File: src/rtl/core/ialu_pkg.sv
// Shared types and constants of the integer ALU: item structs, operation
// and status codes, and the control word that travels down the pipeline.
// No dependencies.
package ialu_pkg;

  localparam logic [4:0] OP_ADD   = 5'd0;
  localparam logic [4:0] OP_SUB   = 5'd1;
  localparam logic [4:0] OP_MUL   = 5'd2;
  localparam logic [4:0] OP_DIV   = 5'd3;
  localparam logic [4:0] OP_DIVU  = 5'd4;
  localparam logic [4:0] OP_REM   = 5'd5;
  localparam logic [4:0] OP_REMU  = 5'd6;
  localparam logic [4:0] OP_AND   = 5'd7;
  localparam logic [4:0] OP_OR    = 5'd8;
  localparam logic [4:0] OP_XOR   = 5'd9;
  localparam logic [4:0] OP_NOR   = 5'd10;
  localparam logic [4:0] OP_SLL   = 5'd11;
  localparam logic [4:0] OP_SRL   = 5'd12;
  localparam logic [4:0] OP_SRA   = 5'd13;
  localparam logic [4:0] OP_SLT   = 5'd14;
  localparam logic [4:0] OP_SLTU  = 5'd15;
  localparam logic [4:0] OP_MOV   = 5'd16;
  localparam logic [4:0] OP_MULH  = 5'd17;
  localparam logic [4:0] OP_MULHU = 5'd18;

  localparam logic [1:0] ST_OK      = 2'd0;
  localparam logic [1:0] ST_DIV0    = 2'd1;
  localparam logic [1:0] ST_INVALID = 2'd2;

  localparam logic [5:0] SHIFT_MASK = 6'h3F;

  typedef struct packed {
    logic [63:0] operand_a;
    logic [63:0] operand_b;
    logic [4:0]  req_type;
  } req_item_t;

  typedef struct packed {
    logic [63:0] result_value;
    logic [1:0]  status;
  } rsp_item_t;

  typedef struct packed {
    logic       valid;
    logic [4:0] op;
    logic [1:0] status;
    logic       neg_q;
    logic       neg_r;
  } ctrl_t;

endpackage

File: src/rtl/core/ialu_prep.sv
// First pipeline stage: operand masking, the add, logic, shift, compare and move
// operations and the setup of divider magnitudes and signs. Depends on ialu_pkg.
module ialu_prep import ialu_pkg::*; #(
  parameter int W = 64
) (
  input  logic          clk,
  input  logic          rst,
  input  logic          en,
  input  logic          valid,
  input  req_item_t     req_item,
  output ctrl_t         ctrl,
  output logic [W-1:0]  a_out,
  output logic [W-1:0]  b_out,
  output logic [W-1:0]  side,
  output logic [W-1:0]  dvd,
  output logic [W-1:0]  dsr
);

  logic [W-1:0] a, b, ma, mb, side_next, dvd_next, dsr_next;
  logic [5:0]   amt;
  logic [4:0]   op;
  logic         an, bn, nq, nr;
  logic [1:0]   st;

  always_comb begin
    a   = req_item.operand_a[W-1:0];
    b   = req_item.operand_b[W-1:0];
    op  = req_item.req_type;
    amt = req_item.operand_b[5:0] & SHIFT_MASK;
    an  = a[W-1];
    bn  = b[W-1];
    ma  = an ? (~a + 1'b1) : a;
    mb  = bn ? (~b + 1'b1) : b;
    side_next = '0;
    dvd_next  = a;
    dsr_next  = b;
    nq = 1'b0;
    nr = 1'b0;
    st = ST_OK;
    case (op) inside
      OP_ADD:  side_next = a + b;
      OP_SUB:  side_next = a - b;
      OP_AND:  side_next = a & b;
      OP_OR:   side_next = a | b;
      OP_XOR:  side_next = a ^ b;
      OP_NOR:  side_next = ~(a | b);
      OP_SLL:  side_next = a << amt;
      OP_SRL:  side_next = a >> amt;
      OP_SRA:  side_next = $signed(a) >>> amt;
      OP_SLT:  side_next = {{(W-1){1'b0}}, ($signed(a) < $signed(b))};
      OP_SLTU: side_next = {{(W-1){1'b0}}, (a < b)};
      OP_MOV:  side_next = a;
      OP_MUL, OP_MULH, OP_MULHU: side_next = '0;
      OP_DIV, OP_REM: begin
        dvd_next = ma;
        dsr_next = mb;
        nq = an ^ bn;
        nr = an;
        if (b == '0) st = ST_DIV0;
      end
      OP_DIVU, OP_REMU: begin
        if (b == '0) st = ST_DIV0;
      end
      default: st = ST_INVALID;
    endcase
  end

  always_ff @(posedge clk) begin
    if (rst) begin
      ctrl.valid <= 1'b0;
    end else if (en) begin
      ctrl.valid <= valid;
    end
  end

  always_ff @(posedge clk) begin
    if (en) begin
      ctrl.op     <= op;
      ctrl.status <= st;
      ctrl.neg_q  <= nq;
      ctrl.neg_r  <= nr;
      a_out       <= a;
      b_out       <= b;
      side        <= side_next;
      dvd         <= dvd_next;
      dsr         <= dsr_next;
    end
  end

endmodule

File: config.mk
export PLATFORM = sky130hd
export DESIGN_NAME = ialu_prep
export DESIGN_NICKNAME = d
export VERILOG_FILES = /design/src/rtl/core/ialu_pkg.sv /design/src/rtl/core/ialu_prep.sv
export SDC_FILE = /design/constraint.sdc
export NUM_CORES = 2
export LEC_CHECK = 0
export ABC_AREA = 1
export BUFFER_PORTS_ARGS = -buffer_cell sky130_fd_sc_hd__buf_2
export CAP_MARGIN = 20
export CELL_PAD_IN_SITES_DETAIL_PLACEMENT = 1
export CELL_PAD_IN_SITES_GLOBAL_PLACEMENT = 2
export CORE_MARGIN = 1.5
export CORE_UTILIZATION = 32
export DETAILED_ROUTE_END_ITERATION = 10
export GPL_ROUTABILITY_DRIVEN = 0
export PLACE_DENSITY_LB_ADDON = 0.1
export SYNTH_ARGS = -nofsm -noshare
export SYNTH_HDL_FRONTEND = slang
export SYNTH_SLANG_ARGS = --single-unit
File: constraint.sdc
create_clock -name clk -period 4.2 [get_ports clk]
set_clock_uncertainty 0.15 [all_clocks]
set_input_delay 0 -clock clk [delete_from_list [all_inputs] [get_ports clk]]
set_output_delay 0 -clock clk [all_outputs]
set_load 0.02 [all_outputs]
==> impl_metrics.env <==
export IMPL_r2r_setup_slack_ns=2.91
export IMPL_worst_path_max_fanout=9
export IMPL_syn_inst=5818
export IMPL_antenna_found_initial=22
export IMPL_holdPathStages=2
export IMPL_max_freq_mhz=248
export IMPL_cts_buffers=41
export IMPL_ys_types=61
export IMPL_maxCapViolations=0
export IMPL_rsz0062_at_grt="no"
export IMPL_path_clk_slew_ns=0.05
export IMPL_ff_latch_area_sq_mm=0.00984
export IMPL_yosysSeqAreaShare=0.268
export IMPL_setup_violations=0
export IMPL_ir_drop_mv=0.246
export IMPL_postLayoutCoreUtil=0.393
export IMPL_nets=6793
export IMPL_fin_ws_ns=0.176
export IMPL_ios=467
export IMPL_yosys_warnings=0
export IMPL_track_usage=0.428
export IMPL_relSlewSlack=0.157
export IMPL_drt_iter0_markers=5966
export IMPL_synth_seq_cells=328
export IMPL_viasPerCell=5.94
export IMPL_worst_slew_pin_slew_ns=1.25
export IMPL_cts_sinks=328
export IMPL_required_ns=4.42
export IMPL_grt_pass1_vias=46063
export IMPL_multiInputGateArea_sq_mm=0.0230
export IMPL_status="completed"
export IMPL_synth_commonest_cells="1539 x nand2_1, 703 x nand3_1, 700 x inv_1"
export IMPL_dieArea_sq_mm=0.117
export IMPL_regToRegStartpoint="ctrl[9]$_SDFFE_PP0P_"
export IMPL_clk_path_buf_depth=3
export IMPL_slew_viol_final=0
export IMPL_grt_max_degree=135
export IMPL_start_util=0.322
export IMPL_cp_arrival_ns=4.25
export IMPL_ys_flop_type="edfxtp_1"
export IMPL_cts_tree="done"
export IMPL_r2r_end="ctrl[9]$_SDFFE_PP0P_"
export IMPL_p_leak_nw=20.5
export IMPL_fillers=14962
export IMPL_crit_type="in -> reg"
export IMPL_syn_area_sq_mm=0.0367
export IMPL_reg2reg_depth=3
export IMPL_async_flop_share=0
export IMPL_postRouteAntennaNets=0
export IMPL_fp_dieW_um=342
export IMPL_wire_per_inst_um=32.3
export IMPL_rows=124
export IMPL_drc=0
export IMPL_die_h_um=342
export IMPL_vias=47559
export IMPL_min_to="b_out[13]$_DFFE_PP_"
export IMPL_synth_area_leader_cell="edfxtp_1"
export IMPL_min_from="req_item[18]"
export IMPL_tns_ns=0
export IMPL_synth_edf_count=327
export IMPL_p_total_mw=13.0
export IMPL_area_growth_syn_to_layout_pct=22.1
export IMPL_period_needed_ns=4.02
export IMPL_p_per_area_mw_per_mm2=289
export IMPL_wirelength_um=259000
export IMPL_clkLatencyLatePin_ns=0.61
export IMPL_yosysMostFrequentCell="nand2_1"
export IMPL_core_area_sq_mm=0.114
export IMPL_place_ws_ns=0.242
export IMPL_port_buffers=466
export IMPL_syn_area_per_cell_sq_um=6.30
export IMPL_cts_root_buf="clkbuf_16"
export IMPL_postCtsSetupBuffers=0
export IMPL_synthesis_nets=6152
export IMPL_place_hpwl_um=207000
export IMPL_hold_violations=0
export IMPL_netlist_top_cells_area="edfxtp_1 27%, nand2_1 16%, nand3_1 9.6%"
export IMPL_timing_hold_ws_ns=0.0239
export IMPL_yosysTopAreaCellShare=0.268
export IMPL_grt_pass1_wl_um=352000
export IMPL_drt_first_pass_iters=6
export IMPL_grt_remaining_overflow=0
export IMPL_cts_htree_levels=2
export IMPL_worstHoldPathType="in -> reg"
export IMPL_crit_path_end_kind="flip-flop"
export IMPL_layout_drive_gt1_share=0.139
export IMPL_finalCritPeriodShare=0.958
export IMPL_setup_worst_path_start_class="primary input"
==> what timing repair did <==
item	CTS	global route
resized for setup	0	1
hold buffers	139	0
hold endpoints to repair	347	0
endpoints found under the setup margin	0	1
==> worst max path at each step <==
stage / from / end / slack, ns / cells after the start
final: req_item[76] / side[49]$_DFFE_PP_ / 0.18 / 16
after global routing: req_item[76] / side[0]$_DFFE_PP_ / 0.07 / 22
after floorplan: req_item[10] / side[35]$_DFFE_PP_ / 0.93 / 21
after detailed placement: req_item[76] / side[49]$_DFFE_PP_ / 0.24 / 15
after CTS: req_item[76] / side[49]$_DFFE_PP_ / 0.36 / 16
after global placement: req_item[76] / side[49]$_DFFE_PP_ / 0.23 / 15
==> report_power, final <==
part           internal, mW  leakage (nW)  total, mW  switching, mW
clock network          2.13         0.659       3.73           1.60
logic                  1.34          16.7       5.19           3.85
registers              3.94          3.19       4.03         0.0953
total                  7.41          20.5       13.0           5.54
==> flip-flops by register name, summed over array words and instances (netlist names) <==
name and cells:
ctrl 10, b_out 64, a_out 64, side 64
dsr 63, dvd 63
==> area by class of cell <==
type,instances,share of cell area
diodes,9,0.000503
well taps,1512,0.0422
flip-flops and latches,328,0.220
inverters,733,0.0615
multi-input cells,4482,0.513
clock inverters,28,0.00634
clock buffers,48,0.0244
repair buffers,873,0.132
==> worst max-delay path, stage by stage <==
cell	delay (ns)
dlygate4sd3_1	0.52
buf_2	0.26
inv_1	0.20
ha_1	0.66
inv_1	0.27
nand2_1	0.17
o21ai_0	0.28
a21oi_2	0.40
o21ai_0	0.17
buf_4	0.20
nand3_1	0.12
nand3_1	0.24
a21oi_1	0.40
xor2_1	0.14
nand2_1	0.09
nand3_1	0.09
==> through the flow <==
step / cells / instance area (sq um)
after global placement: 7787 / 42000
final: 8013 / 44800
after global routing: 8005 / 44800
after floorplan: 5818 / 36700
after detailed placement: 7787 / 42000
after CTS: 8002 / 44800
==> layer usage <==
layer  routed length [um]  global-route usage
met1               102000               0.548
met2               111000               0.648
met3                27600               0.107
met4                18100               0.254
met5                  184                   0
==> cell families (layout without fill, tap and decap cells) <==
| logic type | Yosys count | after routing | share of synthesized area |
|---|---|---|---|
| and+or+nand+nor | 3117 | 3117 | 0.366 |
| AOI/OAI and AO/OA | 1022 | 1022 | 0.155 |
| buffers and inverters | 1008 | 1682 | 0.107 |
| DFF | 328 | 328 | 0.268 |
| adders and majority gates | 197 | 197 | 0.0676 |
| xor gates and xnor gates | 143 | 143 | 0.0342 |
| muxes | 3 | 3 | 0.000819 |
| other | 0 | 9 | 0 |
==> cells in the final DEF (no fill, tap or decap), types with 25 or more instances in the layout <==
master	instances
o21ai_0	347
o21bai_1	37
buf_4	257
inv_2	25
xor2_1	143
o21ai_1	71
a21oi_1	374
edfxtp_1	327
dlygate4sd3_1	139
o211ai_1	52
nand3_1	703
o21a_1	29
nor2_1	572
buf_2	462
nor4_1	38
a31oi_1	27
ha_1	195
nor3_1	60
nand2_1	1539
inv_1	699
nand4_1	110
clkbuf_16	41
No activity file was read; power rests on OpenSTA's default activity.
