`config.mk`:
```
export PLATFORM = sky130hd
export DESIGN_NAME = ialu_div_step
export DESIGN_NICKNAME = d
export VERILOG_FILES = /design/src/rtl/core/ialu_pkg.sv /design/src/rtl/core/ialu_div_step.sv
export SDC_FILE = /design/constraint.sdc
export NUM_CORES = 1
export LEC_CHECK = 0
export BUFFER_PORTS_ARGS = -buffer_cell sky130_fd_sc_hd__buf_2
export CORE_AREA = 2 2 210 212
export CTS_CLUSTER_SIZE = 24
export DETAILED_ROUTE_END_ITERATION = 8
export DIE_AREA = 0 0 212 214
export GPL_TIMING_DRIVEN = 0
export PLACE_DENSITY_LB_ADDON = 0.05
export SLEW_MARGIN = 20
export SYNTH_ARGS = -nofsm -noshare
export SYNTH_HDL_FRONTEND = slang
export SYNTH_SLANG_ARGS = --single-unit
```
`constraint.sdc`:
```
create_clock -name clk -period 3.7 [get_ports clk]
set_input_delay 0.185 -clock clk [delete_from_list [all_inputs] [get_ports clk]]
set_output_delay 0.185 -clock clk [all_outputs]
set_load 0.005 [all_outputs]
```
`src/rtl/core/ialu_pkg.sv`:
```
// Shared types and constants of the integer ALU: item structs, operation
// and status codes, and the control word that travels down the pipeline.
// No dependencies.
package ialu_pkg;

  localparam logic [4:0] OP_ADD   = 5'd0;
  localparam logic [4:0] OP_SUB   = 5'd1;
  localparam logic [4:0] OP_MUL   = 5'd2;
  localparam logic [4:0] OP_DIV   = 5'd3;
  localparam logic [4:0] OP_DIVU  = 5'd4;
  localparam logic [4:0] OP_REM   = 5'd5;
  localparam logic [4:0] OP_REMU  = 5'd6;
  localparam logic [4:0] OP_AND   = 5'd7;
  localparam logic [4:0] OP_OR    = 5'd8;
  localparam logic [4:0] OP_XOR   = 5'd9;
  localparam logic [4:0] OP_NOR   = 5'd10;
  localparam logic [4:0] OP_SLL   = 5'd11;
  localparam logic [4:0] OP_SRL   = 5'd12;
  localparam logic [4:0] OP_SRA   = 5'd13;
  localparam logic [4:0] OP_SLT   = 5'd14;
  localparam logic [4:0] OP_SLTU  = 5'd15;
  localparam logic [4:0] OP_MOV   = 5'd16;
  localparam logic [4:0] OP_MULH  = 5'd17;
  localparam logic [4:0] OP_MULHU = 5'd18;

  localparam logic [1:0] ST_OK      = 2'd0;
  localparam logic [1:0] ST_DIV0    = 2'd1;
  localparam logic [1:0] ST_INVALID = 2'd2;

  localparam logic [5:0] SHIFT_MASK = 6'h3F;

  typedef struct packed {
    logic [63:0] operand_a;
    logic [63:0] operand_b;
    logic [4:0]  req_type;
  } req_item_t;

  typedef struct packed {
    logic [63:0] result_value;
    logic [1:0]  status;
  } rsp_item_t;

  typedef struct packed {
    logic       valid;
    logic [4:0] op;
    logic [1:0] status;
    logic       neg_q;
    logic       neg_r;
  } ctrl_t;

endpackage

```
`src/rtl/core/ialu_div_step.sv`:
```
// One restoring division step as a pipeline stage; it also carries the
// control word and the side result of other operations. Depends on ialu_pkg.
module ialu_div_step import ialu_pkg::*; #(
  parameter int W = 64
) (
  input  logic         clk,
  input  logic         rst,
  input  logic         en,
  input  ctrl_t        ctrl_in,
  input  logic [W-1:0] side_in,
  input  logic [W-1:0] rem_in,
  input  logic [W-1:0] quo_in,
  input  logic [W-1:0] dsr_in,
  output ctrl_t        ctrl_out,
  output logic [W-1:0] side_out,
  output logic [W-1:0] rem_out,
  output logic [W-1:0] quo_out,
  output logic [W-1:0] dsr_out
);

  logic [W:0] t, diff;
  logic       ge;

  always_comb begin
    t    = {rem_in, quo_in[W-1]};
    diff = t - {1'b0, dsr_in};
    ge   = ~diff[W];
  end

  always_ff @(posedge clk) begin
    if (rst) begin
      ctrl_out.valid <= 1'b0;
    end else if (en) begin
      ctrl_out.valid <= ctrl_in.valid;
    end
  end

  always_ff @(posedge clk) begin
    if (en) begin
      ctrl_out.op     <= ctrl_in.op;
      ctrl_out.status <= ctrl_in.status;
      ctrl_out.neg_q  <= ctrl_in.neg_q;
      ctrl_out.neg_r  <= ctrl_in.neg_r;
      side_out        <= side_in;
      rem_out         <= ge ? diff[W-1:0] : t[W-1:0];
      quo_out         <= {quo_in[W-2:0], ge};
      dsr_out         <= dsr_in;
    end
  end

endmodule

```
==> results.md, run 1 <==
- Status: finished, final reports clean
- Seq cells post-synth: approximately 270
- Critical R2R Capture: ctrl_out[9]
- Final hold viol count: 0
- Most frequent cell after synthesis: edfxtp_1
- Initial DRC count: 534
- Actual slew at the worst max-slew pin: 698 ps
- Initial antenna violation count: 5
- Relative slew slack: 53.0%
- Setup violations, final: 0
- Pwr/cell area: 434 mW/mm^2
- Synth warnings: 0
- H-Tree Depth: 2
- Mapped Cells: 1007
- Final std cells w/o fill: 2450
- Clock sink total: 266
- Die Area: 0.0454 mm^2
- Yosys top cell by area: edfxtp_1
- Crit-path max FO: 7
- Port Buffers: approximately 530
- CTS Root Cell: clkbuf_16
- Hold/Removal Path Class: input port to flop
- Reg area: 0.00798 mm^2
- Clock-pin slew on the worst setup and hold paths: 50 ps
- Mean routed wirelength per cell: 18.9 um
- Fin nets: 2173
- Largest net degree at the start of global routing: 85
- Hold Startpoint: rem_in[1]
- Count of different cell masters after synthesis: 74
- Drt drc: 0
- Multi-input logic area: 0.00466 mm^2
- Area Growth Syn to Fin: 55.2%
- Met3 WL: 3450 um
- Crit path time final: 3580 ps
- Setup total negative slack: 0 ps
- Sequential area share after synthesis: between 60% and 70%
- Worst Path Arrival: 3870 ps
- Met2 WL: 22800 um
- WHS Endpoint: rem_out[2]
- Async S/R FF share, synth: 0%
- R2r setup slk: 2540 ps
- Worst skew pair latency: 530 ps
- Critical path endpoint category: flop
- Std cell rows: 76
- Wl on met1: approximately 19000 um
- Share of layout cells above drive strength 1: 33.4%
- DRT Pass-1 Iters: 7
- DRT Wirelength: 46200 um
- Grt ovf: 0
- Top sig layer: met5
- DR vias: 11183
- R2r startpoint: ctrl_out[9]
- Post-synth top area share: about three fifths
- Max_cap viols: 0
- Post-synth EDFFs: 265
- Final Worst Setup Slack: 119 ps
- Lkg Pwr: 0.00882 uW
- F_max: ~0.28 GHz
- Final GP Congestion: 0.806
- CTS tree: yes
- Total GRT Usage: 19.7%
- CP required: 3990 ps
- Cells after DPL: 2130
- Startpoint types: input port
- Critical path type: input port to flop
- Final Cycle Share: a little over nine tenths
- Core area: 0.0429 mm^2
- Vias/cell: approximately 4.6
- Fill count: 4035
- Initial cell density of the core: 30.5%
- R2R cell count: 3
- RSZ-0062 raised after global routing: true
- Hold path cells: 2
- Final HPWL from detailed placement: 35700 um
- ANT nets after route: 0
- Maximum vdd ir drop: 0.000350 V
- TritonCTS Buffers: 34
- Dpl ws: -324 ps
- Syn avg cell area: 13.0 um^2
- Die height: about 210 um
- IO Pins: 535
- Synth top cells by count: edfxtp_1 (265), inv_1 (85), a21oi_1 (76), ha_1 (64), nand2_1 (62)
- Max-slew violations: 0
- Chip Width: between 200 and 250 um
- Prevailing post-synth register cell: edfxtp_1
- Top cells by area, synth: edfxtp_1 (61%), ha_1 (6.1%), mux2_1 (4.7%)
- Mapped cell area: 0.0131 mm^2
- Syn Nets: 1341
- Vias in the first global route: 11634
- Clk buf depth: 3
- Global-route wire length before repair: 68400 um
- Clock skew: 0 ps
-- cell families (layout without fill, tap and decap cells) --
kind of cell / count (synthesis) / count (layout) / synth area share, %
adders and majority gates: 65 / 65 / 6.28
muxes: 64 / 64 / 5.50
DFF: 266 / 266 / 61.0
other: 0 / 4 / 0
xor gates and xnor gates: 57 / 57 / 3.82
and+or+nand+nor: 196 / 196 / 7.46
buffers and inverters: 119 / 973 / 3.82
AOI/OAI and AO/OA: 240 / 240 / 12.1
-- how the worst max path moves through the flow --
stage / from / to / slack, ps / depth (start not counted)
after global placement: en / ctrl_out[9] / -1670 / 3
after global routing: quo_in[63] / rem_out[2] / -10 / 16
after floorplan: dsr_in[27] / rem_out[53] / 430 / 14
after detailed placement: dsr_in[27] / rem_out[2] / -320 / 15
after CTS: quo_in[63] / rem_out[58] / 30 / 14
final: rem_in[14] / rem_out[63] / 120 / 13
-- flip-flops by register name, summed over array words and instances (netlist names) --
signal,cells
ctrl_out,10
dsr_out,64
quo_out,64
side_out,64
rem_out,64
-- critical path, stage by stage --
cell           delay [ps]
dlygate4sd3_1         540
buf_2                 130
ha_1                  280
clkbuf_1              170
and4_1                260
and2_1                160
o211a_1               160
or4_4                 610
a311o_1               380
a211oi_4              350
o21ai_1               170
xor2_1                160
mux2_1                300
-- through the flow --
stage / hold WS [ps] / cell area, um^2 / total power, uW / util, %
2_1_floorplan: 257 / 13100 / 4690 / -
3_3_place_gp: 343 / 16500 / 5530 / 38.4
6_report: 26.9 / 20300 / 8810 / 47.3
4_1_cts: 7.74 / 20200 / 8940 / 47.2
5_1_grt: 22.5 / 20300 / 9240 / 47.3
3_5_place_dp: 348 / 16600 / 5520 / 38.7
-- routing by layer --
metal | GRT usage [%] | vias up
met5 | 0 | -
met4 | 5.00 | 2
met3 | 5.75 | 58
met2 | 35.0 | 360
met1 | 23.1 | 5317
li1 | - | 5446
-- cells in the final DEF, fill, tap and decap left out, types with 9 or more instances in the layout --
master	count
a21o_1	32
a21oi_1	75
buf_2	536
clkbuf_1	28
clkbuf_16	35
dlygate4sd3_1	261
edfxtp_1	265
ha_1	60
inv_1	85
mux2_1	54
nand2_1	62
nand2b_1	9
nand3_1	9
nand4_1	20
nor2_1	41
nor2b_1	9
nor3_1	9
o21ai_0	23
o21ai_1	14
o21bai_1	15
xnor2_1	34
xor2_1	23
-- area by class of cell --
type,instances,share of cell area [%]
well taps,585,3.61
diodes,4,0.0493
multi-input cells,622,23.0
clock inverters,16,0.647
plain buffers,29,0.771
inverters,86,1.62
flip-flops and latches,266,39.3
clock buffers,42,4.45
repair buffers,800,26.6
-- where the power goes --
part / switching [uW] / leakage (uW) / total (uW) / internal, uW
clock network: 1310 / 0.000492 / 3120 / 1810
logic: 995 / 0.00573 / 1930 / 935
registers: 68.2 / 0.00260 / 3760 / 3690
-- repair_timing --
action,4_1_cts,5_1_grt
hold endpoints to repair,260,0
hold buffers,261,0
resized for setup,0,14
endpoints found under the setup margin,0,59
buffers inserted,0,1
No activity file was read; power rests on OpenSTA's default activity.
==> run 2, diff against run 1 <==
- PLACE_DENSITY: default -> 0.67
- PLACE_DENSITY_LB_ADDON: 0.05 -> default
==> run 2 against run 1 <==
Clock power fell by 6%. Combinational power barely moved. Via count rose by 2.5%. Sequential power barely moved. Count of clock-buffer cells in the layout fell by 4. Setup slack got worse by 23 ps. First-iteration DRC count rose by 33%. Clock skew did not move. Critical path type unchanged. Largest cell class unchanged.
==> results.md, run 2 (same netlist as run 1, synthesis figures left out) <==
- Status: finished, final reports clean
- Final hold viol count: 0 (unchanged)
- Setup total negative slack: 0 ps (unchanged)
- Net Switching: 2330 uW (-2.0%)
- Largest net degree at the start of global routing: 89 (+4.7%)
- Seq pwr share: 43.6% (+0.9 points)
- Initial DRC count: 709 (+33%)
- Worst skew pair latency: 580 ps (+50 ps)
- Pwr/cell area: 427 mW/mm^2 (-1.7%)
- Die height: 214 um (unchanged)
- Final Worst Setup Slack: 96.6 ps (-22.8 ps)
- R2R cell count: 3 (unchanged)
- Critical path type: input port to flop
- Initial cell density of the core: 30.5% (unchanged)
- Area Growth Syn to Fin: 55.0% (about the same)
- Clock skew: 0 ps (unchanged)
- Tightest hold margin: 37.0 ps (+10.1 ps)
- Worst Path Arrival: 3930 ps (+60 ps)
- IO Pins: 535 (unchanged)
- Core area: 0.0429 mm^2 (unchanged)
- Critical path endpoint category: flop
- Commonest non-fill, non-tap cell in the layout: buf_2
- Maximum vdd ir drop: 0.000344 V (-1.7%)
- DR vias: 11467 (+2.5%)
- Overall power: 8660 uW (-1.8%)
- Chip Width: 212 um (unchanged)
- CTS tree: yes
- Share of layout cells above drive strength 1: 33.2% (-0.21 points)
- Initial antenna violation count: 7 (+2)
- Logic pwr share: 22.5% (+0.6 points)
- DRT Pass-1 Iters: 5 (-2)
- CP required: 4020 ps (+30 ps)
- Crit path time final: 3600 ps (+22.8 ps)
- Port Buffers: 534 (unchanged)
- Hold path cells: 3 (+1)
- WHS Endpoint: rem_out[44]
- Setup violations, final: 0 (unchanged)
- Max_cap viols: 0 (unchanged)
- Relative slew slack: 52.3% (-0.78 points)
- Crit-path max FO: 6 (-1)
- RSZ-0062 raised after global routing: false
- Clock sink total: 266 (unchanged)
- Fin nets: 2177 (+0.18%)
- TritonCTS Buffers: 30 (-12%)
- Std cell rows: 76 (unchanged)
- Grt ovf: 0 (unchanged)
- Clk pwr share: 33.9% (-1.5 points)
- Die Area: 0.0454 mm^2 (unchanged)
- Dpl ws: -355 ps (-30.9 ps)
- Hold/Removal Path Class: input port to flop
- DRT Wirelength: 46500 um (+0.69%)
- Global-route wire length before repair: 67900 um (-0.64%)
- F_max: 0.278 GHz (-0.63%)
- Clk buf depth: 3 (unchanged)
- Clock-pin slew on the worst setup and hold paths: 60 ps (about the same)
- Most frequent cells in the layout: buf_2 (535), dlygate4sd3_1 (266), edfxtp_1 (265)
- Final Cycle Share: 97.4% (+0.62 points)
- Mean routed wirelength per cell: 19.0 um (+0.69%)
- Final GP Congestion: 0.862 (+7.0%)
- Internal power: 6330 uW (-1.7%)
- Vias/cell: 4.68 (+2.5%)
- R2r startpoint: ctrl_out[9]
- Final HPWL from detailed placement: 34200 um (-4.3%)
- Lkg Pwr: 0.00882 uW (about the same)
- Drt drc: 0 (unchanged)
- H-Tree Depth: 1 (-1)
- Actual slew at the worst max-slew pin: 698 ps (+0.145 ps)
- CTS Root Cell: clkbuf_16
- Vias in the first global route: 11604 (-0.26%)
- R2r setup slk: 2570 ps (+30 ps)
- Hold Startpoint: rem_in[43]
- Startpoint types: input port
- Max-slew violations: 0 (unchanged)
- ANT nets after route: 0 (unchanged)
- Critical R2R Capture: ctrl_out[9]
- Sw frac: 26.9% (-0.078 points)
- Total GRT Usage: 19.4% (-0.28 points)
==> run 2: routing by layer <==
layer  up-vias  routed length (um)  track usage, %
met5         -                  24               0
met4         4                1760            7.61
met3        89                3520            4.98
met2       441               22800            33.9
met1      5492               18400            22.7
li1       5441                   -               -
==> run 2: metrics by stage <==
stage | area [um^2] | std cells | util (%)
2_1_floorplan | 13100 | 1007 | -
3_3_place_gp | 16500 | 2126 | 38.4
3_5_place_dp | 16600 | 2130 | 38.7
4_1_cts | 20200 | 2446 | 47.1
5_1_grt | 20300 | 2450 | 47.3
6_report | 20300 | 2450 | 47.3
==> run 2: worst max-delay path, cell delays in order <==
cell and delay, ps:
dlygate4sd3_1 520, buf_2 120, inv_1 60, ha_2 300, and3_1 240, a22oi_2 250, o2bb2ai_1 150, or4_4 560
a311o_1 480, a211oi_4 430, o21ai_2 130, mux2i_1 180, mux2_1 310
==> run 2: power groups by stage <==
stage	registers [uW]	clock network, uW	logic [uW]
after floorplan	3880	0	812
after global placement	3850	0	1660
after detailed placement	3830	0	1690
after CTS	3770	3010	1930
after global routing	3800	3110	2130
final	3770	2930	1950
==> run 2: layout make-up <==
cell class	instances	area, um^2
Buffer	32	175
Timing Repair Buffer	805	5440
Inverter	86	330
Antenna cell	4	10.0
Clock buffer	38	781
Clock inverter	12	164
Multi-Input combinational cell	622	4660
Fill cell	3805	22600
Sequential cell	266	7980
Tap cell	585	732
==> run 2: timing repair <==
action,4_1_cts,5_1_grt
gates resized for setup,0,18
setup buffers,0,1
endpoints found under the hold margin,302,0
endpoints found under the setup margin,0,57
hold buffers,266,0
==> run 2: how the worst max path moves through the flow <==
| stage | depth (start not counted) | slack, ps | endpoint | from |
|---|---|---|---|---|
| after detailed placement | 15 | -360 | rem_out[56] | dsr_in[27] |
| after CTS | 12 | 3 | rem_out[58] | rem_in[28] |
| after floorplan | 14 | 430 | rem_out[53] | dsr_in[27] |
| after global placement | 1 | -1390 | side_out[22] | en |
| after global routing | 13 | 9 | rem_out[59] | dsr_in[10] |
| final | 13 | 100 | rem_out[59] | dsr_in[10] |
